### config.mk
export PLATFORM = sky130hd
export DESIGN_NAME = dtc_cell
export DESIGN_NICKNAME = d
export VERILOG_FILES = /design/src/hdl/dtc_pkg.sv /design/src/hdl/dtc_cell.sv
export SDC_FILE = /design/constraint.sdc
export NUM_CORES = 1
export LEC_CHECK = 0
export BUFFER_PORTS_ARGS = -buffer_cell sky130_fd_sc_hd__buf_2
export CORE_UTILIZATION = 50
export DETAILED_ROUTE_END_ITERATION = 12
export GPL_TIMING_DRIVEN = 0
export PLACE_DENSITY_LB_ADDON = 0.08
export SLEW_MARGIN = 10
export SYNTH_ARGS = -nofsm -noshare
export SYNTH_HDL_FRONTEND = slang
export SYNTH_SLANG_ARGS = --single-unit
### constraint.sdc
create_clock -name i_clk -period 13.95 [get_ports i_clk]
set_input_delay 2.0925 -clock i_clk [delete_from_list [all_inputs] [get_ports i_clk]]
set_output_delay 2.0925 -clock i_clk [all_outputs]
set_load 0.01 [all_outputs]
### src/hdl/dtc_pkg.sv
// Shared types and constants of the dispatch type tuple cache.
package dtc_pkg;

    localparam int HANDLE_W   = 32;
    localparam int KEY_FIELDS = 4;
    localparam int FIELD_W    = 32;
    localparam int ARITY_W    = 3;

    localparam logic MODE_LOOKUP = 1'b0;
    localparam logic MODE_INSERT = 1'b1;

    typedef enum logic [2:0] {
        ST_HIT      = 3'd0,
        ST_MISS     = 3'd1,
        ST_INSERTED = 3'd2,
        ST_FULL     = 3'd3,
        ST_BADKEYS  = 3'd4
    } t_status;

    typedef struct packed {
        logic                 mode;
        logic [ARITY_W-1:0]   arity;
        logic [FIELD_W-1:0]   key_first;
        logic [FIELD_W-1:0]   key_second;
        logic [FIELD_W-1:0]   key_third;
        logic [FIELD_W-1:0]   key_fourth;
        logic                 keys_ok;
        logic [HANDLE_W-1:0]  handle_in;
    } t_req;

    typedef struct packed {
        t_status              status;
        logic [HANDLE_W-1:0]  handle_out;
    } t_rsp;

    typedef struct packed {
        logic valid;
        logic hit;
    } t_chain_ctl;

endpackage

### src/hdl/dtc_cell.sv
// One cache entry slot of every arity table, one stage of the lookup chain.
module dtc_cell
    import dtc_pkg::*;
#(
    parameter int KEY_WIDTH   = 32,
    parameter int NUM_TABLES  = 4,
    parameter int MAX_ENTRIES = 16,
    parameter int INDEX       = 0,
    localparam int TW = (NUM_TABLES > 1) ? $clog2(NUM_TABLES) : 1,
    localparam int IW = (MAX_ENTRIES > 1) ? $clog2(MAX_ENTRIES) : 1,
    localparam int CW = $clog2(MAX_ENTRIES + 1)
) (
    input  logic                                  i_clk,
    input  logic                                  i_rst_n,
    input  logic                                  i_wr_en,
    input  logic [TW-1:0]                         i_wr_tbl,
    input  logic [IW-1:0]                         i_wr_idx,
    input  logic [NUM_TABLES-1:0][KEY_WIDTH-1:0]  i_wr_keys,
    input  logic [HANDLE_W-1:0]                   i_wr_handle,
    input  t_chain_ctl                            i_ctl,
    input  logic [TW-1:0]                         i_tbl,
    input  logic [CW-1:0]                         i_count,
    input  logic [NUM_TABLES-1:0][KEY_WIDTH-1:0]  i_keys,
    input  logic [HANDLE_W-1:0]                   i_handle,
    output t_chain_ctl                            o_ctl,
    output logic [TW-1:0]                         o_tbl,
    output logic [CW-1:0]                         o_count,
    output logic [NUM_TABLES-1:0][KEY_WIDTH-1:0]  o_keys,
    output logic [HANDLE_W-1:0]                   o_handle
);

    logic [NUM_TABLES-1:0][KEY_WIDTH-1:0] r_keys [NUM_TABLES];
    logic [HANDLE_W-1:0]                  r_handle [NUM_TABLES];

    t_chain_ctl                           r_ctl;
    t_chain_ctl                           n_ctl;
    logic [TW-1:0]                        r_tbl;
    logic [CW-1:0]                        r_count;
    logic [NUM_TABLES-1:0][KEY_WIDTH-1:0] r_qkeys;
    logic [HANDLE_W-1:0]                  r_qhandle;
    logic [HANDLE_W-1:0]                  n_qhandle;
    logic                                 w_match;
    logic                                 w_take;

    always_ff @(posedge i_clk) begin
        if (i_wr_en && i_wr_idx == IW'(INDEX)) begin
            r_keys[i_wr_tbl]   <= i_wr_keys;
            r_handle[i_wr_tbl] <= i_wr_handle;
        end
    end

    always_comb begin
        w_match = 1'b1;
        for (int j = 0; j < NUM_TABLES; j++) begin
            if (TW'(j) <= i_tbl && r_keys[i_tbl][j] != i_keys[j]) begin
                w_match = 1'b0;
            end
        end
    end

    assign w_take = i_ctl.valid && !i_ctl.hit && (CW'(INDEX) < i_count) && w_match;

    always_comb begin
        n_ctl.valid = i_ctl.valid;
        n_ctl.hit   = i_ctl.hit | w_take;
        n_qhandle   = w_take ? r_handle[i_tbl] : i_handle;
    end

    always_ff @(posedge i_clk) begin
        if (!i_rst_n) begin
            r_ctl <= '0;
        end else begin
            r_ctl <= n_ctl;
        end
    end

    always_ff @(posedge i_clk) begin
        r_tbl     <= i_tbl;
        r_count   <= i_count;
        r_qkeys   <= i_keys;
        r_qhandle <= n_qhandle;
    end

    assign o_ctl    = r_ctl;
    assign o_tbl    = r_tbl;
    assign o_count  = r_count;
    assign o_keys   = r_qkeys;
    assign o_handle = r_qhandle;

endmodule
* Yosys cells after proc, flatten, opt, wreduce, memory -nomap -nowiden *
Memories as Yosys holds them, arrays and structs flattened.
Cells that the tools add are included.

storage, ports and cells
  bits in registers = 169
  memories kept = 2
  input bits = 338
  output and inout bits = 169
  memory bits (writable) = 640

operators by class
  bitwise logic cells = 1
  mux-type cells = 7
  reductions and logical operators = 10
  order comparisons = 5
  eq/ne operators = 4

memories
  memory    depth  width  rd ports  clocked after memory_dff  write ports  line            text
  r_keys    4      128    1         0                         1            dtc_cell.sv:32  logic [NUM_TABLES-1:0][KEY_WIDTH-1:0] r_keys [NUM_TABLES];
  r_handle  4      32     1         0                         1            dtc_cell.sv:33  logic [HANDLE_W-1:0] r_handle [NUM_TABLES];

operator list
  cell                                                        count
  inequality test 32 bit                                      4
  two-way mux 32 bit                                          1
  logical AND 1 bit                                           8
  two-way mux 1 bit                                           6
  less-than comparator 1 x 5 -> 1 bit (first input constant)  1
  <= comparator 1 x 2 -> 1 bit (first input constant)         2
  <= comparator 2 bit (first input constant)                  2
  zero test 4 bit                                             1
  zero test 1 bit                                             1
  OR 1 bit                                                    1

* Longest topological paths before layout *
Gate-level depths: netlist of the first run.
An unclocked memory read counts as a cell.

  depth after elaboration = 9
  depth in mapped cells = 12
  depth with buffers taken out = 7

* Worst setup path after synthesis of the first run *
OpenSTA, ideal clock, no wires.

  path kind = input -> register
  start = input port i_wr_idx[1]
  end = memory r_handle[0][0], enable pin
  slack = -1,000 ps
  arrival time = 14,038 ps
  path buffers = 0
  setup time = 912 ps
  stages on the path = 3
  path through = nor4_1 > and2_1 > nor3b_1

on the way
  word-level cells in the longest chain between the ends = 4

RTL lines
  what                                     line            text
  start, declared                          dtc_cell.sv:17  input logic [IW-1:0] i_wr_idx,
  zero test 4 bit                          dtc_cell.sv:46  if (i_wr_en && i_wr_idx == IW'(INDEX)) begin
  logical AND 1 bit                        dtc_cell.sv:46
  two-way mux 1 bit                        dtc_cell.sv:46
  two-way mux 1 bit (implied by the code)  dtc_cell.sv:48  r_handle[i_wr_tbl] <= i_wr_handle;
  end, declared                            dtc_cell.sv:33

No other way between the ends.

* Final worst setup path of the first run *
  start = input port i_tbl[1]
  end = register r_qhandle[12], in the netlist o_handle[12]

on the way
  word-level cells in the longest chain between the ends = 9

RTL lines
  what                            line            text
  start, declared                 dtc_cell.sv:21  input logic [TW-1:0] i_tbl,
  memory read (4 x 128 bit)       --
  inequality test 32 bit          dtc_cell.sv:55  if (TW'(j) <= i_tbl && r_keys[i_tbl][j] != i_keys[j]) begin
  logical AND 1 bit               dtc_cell.sv:55
  two-way mux 1 bit (4 in a row)  dtc_cell.sv:55
  logical AND 1 bit               dtc_cell.sv:61  assign w_take = i_ctl.valid && !i_ctl.hit && (CW'(INDEX) < i_count) && w_match;
  two-way mux 32 bit *            dtc_cell.sv:66  n_qhandle = w_take ? r_handle[i_tbl] : i_handle;
  via n_qhandle[12]               dtc_cell.sv:41  logic [HANDLE_W-1:0] n_qhandle;
  end signal, assigned            dtc_cell.sv:81  r_qhandle <= n_qhandle;
  end, declared                   dtc_cell.sv:40  logic [HANDLE_W-1:0] r_qhandle;

The timed path passes the listed nets; every way through them passes the cells marked *.
A chain may end at the register's enable or synchronous reset.

==> results of run 1 <==
## cells by family after synthesis
group / count (synthesis) / share of synthesized area
buffers and inverters: 44 / 0.0100
xor gates and xnor gates: 126 / 0.0386
and+or+nand+nor: 61 / 0.0131
AOI/OAI and AO/OA: 11 / 0.00342
DFF: 809 / 0.791
muxes: 199 / 0.143
## stage by stage
step            util  instance area [sq um]
3_5_place_dp   0.580                  32700
2_1_floorplan      -                  28600
6_report       0.628                  35400
5_1_grt        0.628                  35400
4_1_cts        0.628                  35400
3_3_place_gp   0.568                  32000
## worst paths after layout
check / slack [ns] / endpoint
worst max register to register: 9.97 / o_handle[12]
worst min register to register: 0.68 / o_handle[11]
worst min-delay path: 0.68 / o_handle[11]
worst max-delay path: 7.45 / o_handle[12]
## sequential cells by signal (all words and copies together) (netlist names)
name      count
o_handle     32
r_handle    128
o_tbl         2
o_count       5
o_keys      128
o_ctl         2
r_keys      512
## tightest hold or removal path, stage by stage, from the launching register on
cell	delay [ns]
edfxtp_1	0.31
mux4_2	0.22
mux2_4	0.13
## layer usage
layer,share of wire,up-vias,track usage
li1,-,6342,-
met1,0.41,7154,0.279
met2,0.50,387,0.348
met3,0.066,117,0.0596
met4,0.018,30,0.0527
met5,0.0036,-,0
## power by group through the flow
stage / registers, mW / clock network, mW / logic [mW]
floorplan: 2.71 / 0 / 0.120
global placement: 2.70 / 0 / 0.265
detailed placement: 2.70 / 0 / 0.273
CTS: 2.65 / 2.23 / 0.274
global route: 2.65 / 2.32 / 0.292
finish: 2.65 / 2.18 / 0.268
## cells in the mapped netlist (all sizes together)
cell type	count
edfxtp	640
buf	31
and2	2
nor2b	2
or4	2
clkbuf	10
dfxtp	169
xnor2	102
mux2	33
nor4	14
a2111oi	1
o2bb2ai	1
inv	3
and3	1
o21a	1
a21oi	2
o22ai	1
xor2	24
nor3	2
nand3	1
a31oi	2
nor3b	1
o211ai	1
nand2	5
nand4	27
mux2i	10
nor2	4
mux4	156
a311oi	2
## layout make-up
class / instances / area, sq um
repair buffers: 537 / 3150
flip-flops and latches: 809 / 22600
well taps: 756 / 946
clock buffers: 127 / 2500
plain buffers: 41 / 275
inverters: 3 / 11.3
fillers: 4085 / 21000
diodes: 9 / 22.5
clock inverters: 25 / 230
multi-input cells: 397 / 5700
==> flow_metrics.py, run 1 <==
metrics = {
    "run_status": {
        "status": "finished, final reports clean",
    },
    "min_path": {
        "min-delay-start": "r_handle[0][11]",
        "hp-class": "reg2reg",
        "worstHoldPathCells": 2,
    },
    "clock_tree": {
        "numCtsBuffers": 81,
        "h-tree-depth": 3,
        "cts_tree": "built",
        "clkTransAtPathRegs_ns": 0.06,
        "cts_setup_buffers": 0,
        "clockRootBuffer": "clkbuf_16",
        "clock_path_buffers": 3,
        "ctsHoldBuffers": 0,
        "post_cts_resized": 0,
        "clk_latency_ns": 0.62,
        "cts_sinks": 809,
    },
    "logic_synthesis": {
        "netlist_instances": 1250,
        "synth_fp_nets": 1588,
        "synth_area_sq_um": 28600,
        "synth.ff_latch_count": 809,
        "yosys.area.top_type": "edfxtp_1",
        "yosysSeqAreaShare": 0.791,
        "synth_top_area_share": 0.673,
        "syn_area_per_cell_sq_um": 22.8,
        "yosysUniqueCellTypes": 35,
        "synthTopCellsByArea": "edfxtp_1 67%, mux4_2 12%, dfxtp_1 12%",
        "synth_warnings": 0,
    },
    "floorplan": {
        "dieArea_sq_um": 58100,
        "die_w_microns": 241,
        "core_sq_um": 56400,
        "top_level_ports": 507,
        "rows": 87,
        "die_y_microns": 241,
        "initial_core_util": 0.506,
    },
    "pwr": {
        "total_power_mw": 5.09,
        "irDropWorstVdd_v": 0.000111,
        "p_leak_nw": 12.6,
        "p_sw_frac": 0.199,
        "p_seq_frac": 0.520,
        "power.switching_mw": 1.01,
        "p_clk_frac": 0.428,
        "power_density_nw_per_um2": 144,
        "combPwrFrac": 0.053,
        "p_int_mw": 4.07,
    },
    "worst_setup_path": {
        "crit_fanout": 10,
        "arrival_ns": 6.98,
        "path_class": "in2reg",
        "rr_worst_depth": 8,
        "cp-end-kind": "flop",
        "crit_slowest_cell": "a2111oi_4",
        "crit_buf_inv": 5,
        "crit_chain": "buf_2, clkbuf_1, buf_2, buf_1, mux4_2, xnor2_1, nand4_1, nor4_1, nand4_1, a2111oi_4, buf_6, mux2_4",
        "cpPeakStageDelay_ns": 1.02,
        "crit_cells": 12,
        "regToRegStartpoint": "r_keys[3][86]",
        "critPathLaunch": "i_tbl[1]",
        "cp_top_family": "buffers and inverters",
        "worstSetupStartpointType": "input pin",
        "crit_required_ns": 14.43,
    },
    "route": {
        "ant_nets": 0,
        "drc": 0,
        "routed_wl_microns": 60900,
        "dr.pass1.iters": 5,
        "via_per_inst": 5.19,
        "vias": 14030,
        "wl_per_cell_microns": 22.5,
        "first_iter_violations": 880,
    },
    "sta": {
        "setup_viol": 0,
        "fin_skew_ns": 0.0238,
        "hold_slack_ns": 0.682,
        "hold_violations": 0,
        "min_period_over_period": 0.466,
        "setup_tns_ns": 0,
        "rsz0062_at_grt": "no",
        "tightestPinTransition_ns": 1.06,
        "drv_slew": 0,
        "maxSlewHeadroom": 0.291,
        "finalCriticalPeriod_ns": 6.50,
        "max_freq_mhz": 154,
        "fin_ws_ns": 7.45,
    },
    "place": {
        "dp_slack_ns": 6.78,
        "routabilityCongestion": 0.751,
        "dpl.hpwl_microns": 42100,
        "port_buffers": 506,
        "placed_cells": 2543,
    },
    "finish": {
        "nets": 2208,
        "mostFrequentLayoutCell": "edfxtp_1",
        "fin_cells": 2704,
        "layout-drive-gt1-share": 0.455,
        "area_growth_syn_to_layout_pct": 24.1,
        "final_cell_mix": "640 x edfxtp_1, 513 x buf_2, 169 x dfxtp_1, 156 x mux4_2, 102 x xnor2_1",
    },
    "global_routing": {
        "grt_pass1_wl_microns": 88500,
        "track_usage": 0.212,
        "first_global_vias": 14356,
        "grt_max_degree": 49,
        "antenna_found_initial": 22,
        "grt_overflow_total": 0,
    },
    "flow_run": {
        "maxCapViolCount": 0,
    },
}
No activity file was read; power rests on OpenSTA's default activity.
==> run 2, diff against run 1 <==
==> constraint.sdc (replaced) <==
create_clock -name i_clk -period 5.3 [get_ports i_clk]
set_input_delay 0.795 -clock i_clk [delete_from_list [all_inputs] [get_ports i_clk]]
set_output_delay 0.795 -clock i_clk [all_outputs]
set_load 0.01 [all_outputs]
==> flow_metrics.py, run 2 (synthesis gave the netlist of run 1 again) <==
metrics = {
    "clock_tree": {
        "clockRootBuffer": "clkbuf_16",
        "h-tree-depth": 3,
        "clock_path_buffers": 3,
        "clkTransAtPathRegs_ns": 0.06,
        "cts_sinks": 809,
        "numCtsBuffers": 79,
        "post_cts_resized": 0,
        "ctsHoldBuffers": 0,
        "cts_tree": "built",
        "clk_latency_ns": 0.61,
    },
    "floorplan": {
        "initial_core_util": 0.506,
        "top_level_ports": 507,
        "rows": 87,
        "core_sq_um": 56400,
        "dieArea_sq_um": 58100,
        "die_w_microns": 241,
        "die_y_microns": 241,
    },
    "worst_setup_path": {
        "cp-end-kind": "flop",
        "r2r_end": "o_handle[20]",
        "crit_fanout": 10,
        "arrival_ns": 5.38,
        "rr_worst_depth": 9,
        "critPathLaunch": "i_tbl[1]",
        "endpoint": "o_handle[20]",
        "crit_required_ns": 5.79,
        "reg2reg_slack_ns": 1.70,
        "regToRegStartpoint": "r_keys[3][91]",
        "path_class": "in2reg",
        "worstSetupStartpointType": "input pin",
    },
    "route": {
        "via_per_inst": 5.18,
        "vias": 13983,
        "first_iter_violations": 781,
        "ant_nets": 0,
        "dr.pass1.iters": 5,
        "wl_per_cell_microns": 22.5,
        "routed_wl_microns": 60700,
        "drc": 0,
    },
    "finish": {
        "mostFrequentLayoutCell": "edfxtp_1",
        "final_core_util": 0.627,
        "area_growth_syn_to_layout_pct": 23.9,
        "layout-drive-gt1-share": 0.455,
        "largest_register_ffs": 512,
        "nets": 2208,
        "regMostFlops": "r_keys",
        "fill_cells": 4130,
        "final_cell_mix": "640 x edfxtp_1, 513 x buf_2, 169 x dfxtp_1, 156 x mux4_2, 102 x xnor2_1",
        "fin_cells": 2700,
    },
    "run_status": {
        "status": "finished, final reports clean",
    },
    "place": {
        "dp_slack_ns": -0.622,
        "placed_cells": 2544,
        "routabilityCongestion": 0.744,
        "dpl.hpwl_microns": 43000,
        "port_buffers": 506,
    },
    "sta": {
        "tightestPinTransition_ns": 0.876,
        "fin_ws_ns": 0.405,
        "finalCriticalPeriod_ns": 4.90,
        "fin_skew_ns": 0.0219,
        "hold_violations": 0,
        "maxSlewHeadroom": 0.416,
        "min_period_over_period": 0.924,
        "drv_slew": 0,
        "rsz0062_at_grt": "no",
        "setup_viol": 0,
        "max_freq_mhz": 204,
    },
    "min_path": {
        "hp-class": "in2reg",
    },
    "global_routing": {
        "track_usage": 0.211,
        "grt_max_degree": 46,
        "grt_overflow_total": 0,
        "first_global_vias": 14313,
        "grt_pass1_wl_microns": 88500,
        "antenna_found_initial": 19,
    },
    "pwr": {
        "power_density_nw_per_um2": 374,
        "irDropWorstVdd_v": 0.000315,
        "p_leak_nw": 12.6,
    },
    "flow_run": {
        "maxCapViolCount": 0,
    },
}
[run 2: worst min-delay path by stage]
| stage | from | end | cells past startpoint |
|---|---|---|---|
| after floorplan | r_handle[2][0] | o_handle[0] | 2 |
| after global routing | i_tbl[1] | o_tbl[1] | 1 |
| final | i_count[0] | o_count[0] | 1 |
| after global placement | r_handle[2][23] | o_handle[23] | 2 |
| after CTS | i_count[0] | o_count[0] | 1 |
| after detailed placement | r_handle[3][13] | o_handle[13] | 2 |
[run 2: critical path: stages]
cell and delay, ns:
buf_2 0.08, clkbuf_1 0.32, buf_2 0.40, buf_1 0.69, mux4_2 0.43, xnor2_1 0.18, nand4_1 0.29, nor4_1 0.74
nand4_1 0.28, a2111oi_4 0.45, buf_12 0.19, buf_6 0.19, mux2_4 0.31
[run 2: area by class of cell]
| type | count | area [sq um] | area share |
|---|---|---|---|
| Antenna cell | 9 | 22.5 | 0.000637 |
| Buffer | 41 | 275 | 0.00778 |
| Clock buffer | 112 | 2330 | 0.0659 |
| Clock inverter | 34 | 292 | 0.00824 |
| Inverter | 3 | 11.3 | 0.000318 |
| Multi-Input combinational cell | 397 | 5700 | 0.161 |
| Sequential cell | 809 | 22600 | 0.639 |
| Tap cell | 756 | 946 | 0.0267 |
| Timing Repair Buffer | 539 | 3200 | 0.0905 |
[run 2: through the flow]
step	hold WS (ns)	instance area, sq um	power (mW)	TNS [ns]
after detailed placement	0.671	32700	7.82	-18.98
after CTS	0.261	35300	13.4	0
after floorplan	0.657	28600	7.46	-66.81
after global placement	0.664	32100	7.80	-990.51
after global routing	0.265	35400	13.7	0
final	0.304	35400	13.2	0
[run 2: what timing repair did]
item,in CTS,in global routing
gates cloned,0,0
pin swaps,1,1
setup endpoints to repair,29,29
buffers inserted,0,1
[run 2: routing by layer]
layer	vias up	share of wire	wire length, microns	global-route usage
li1	6337	-	-	-
met1	7088	0.41	25200	0.282
met2	414	0.50	30100	0.343
met3	118	0.064	3890	0.0551
met4	26	0.023	1400	0.0608
met5	-	0.0027	161	0
[run 2: where the power goes]
group	internal, mW	total [mW]	switching, mW
logic	0.349	0.706	0.357
registers	6.94	6.96	0.0217
clock network	3.27	5.58	2.31
total	10.6	13.2	2.68
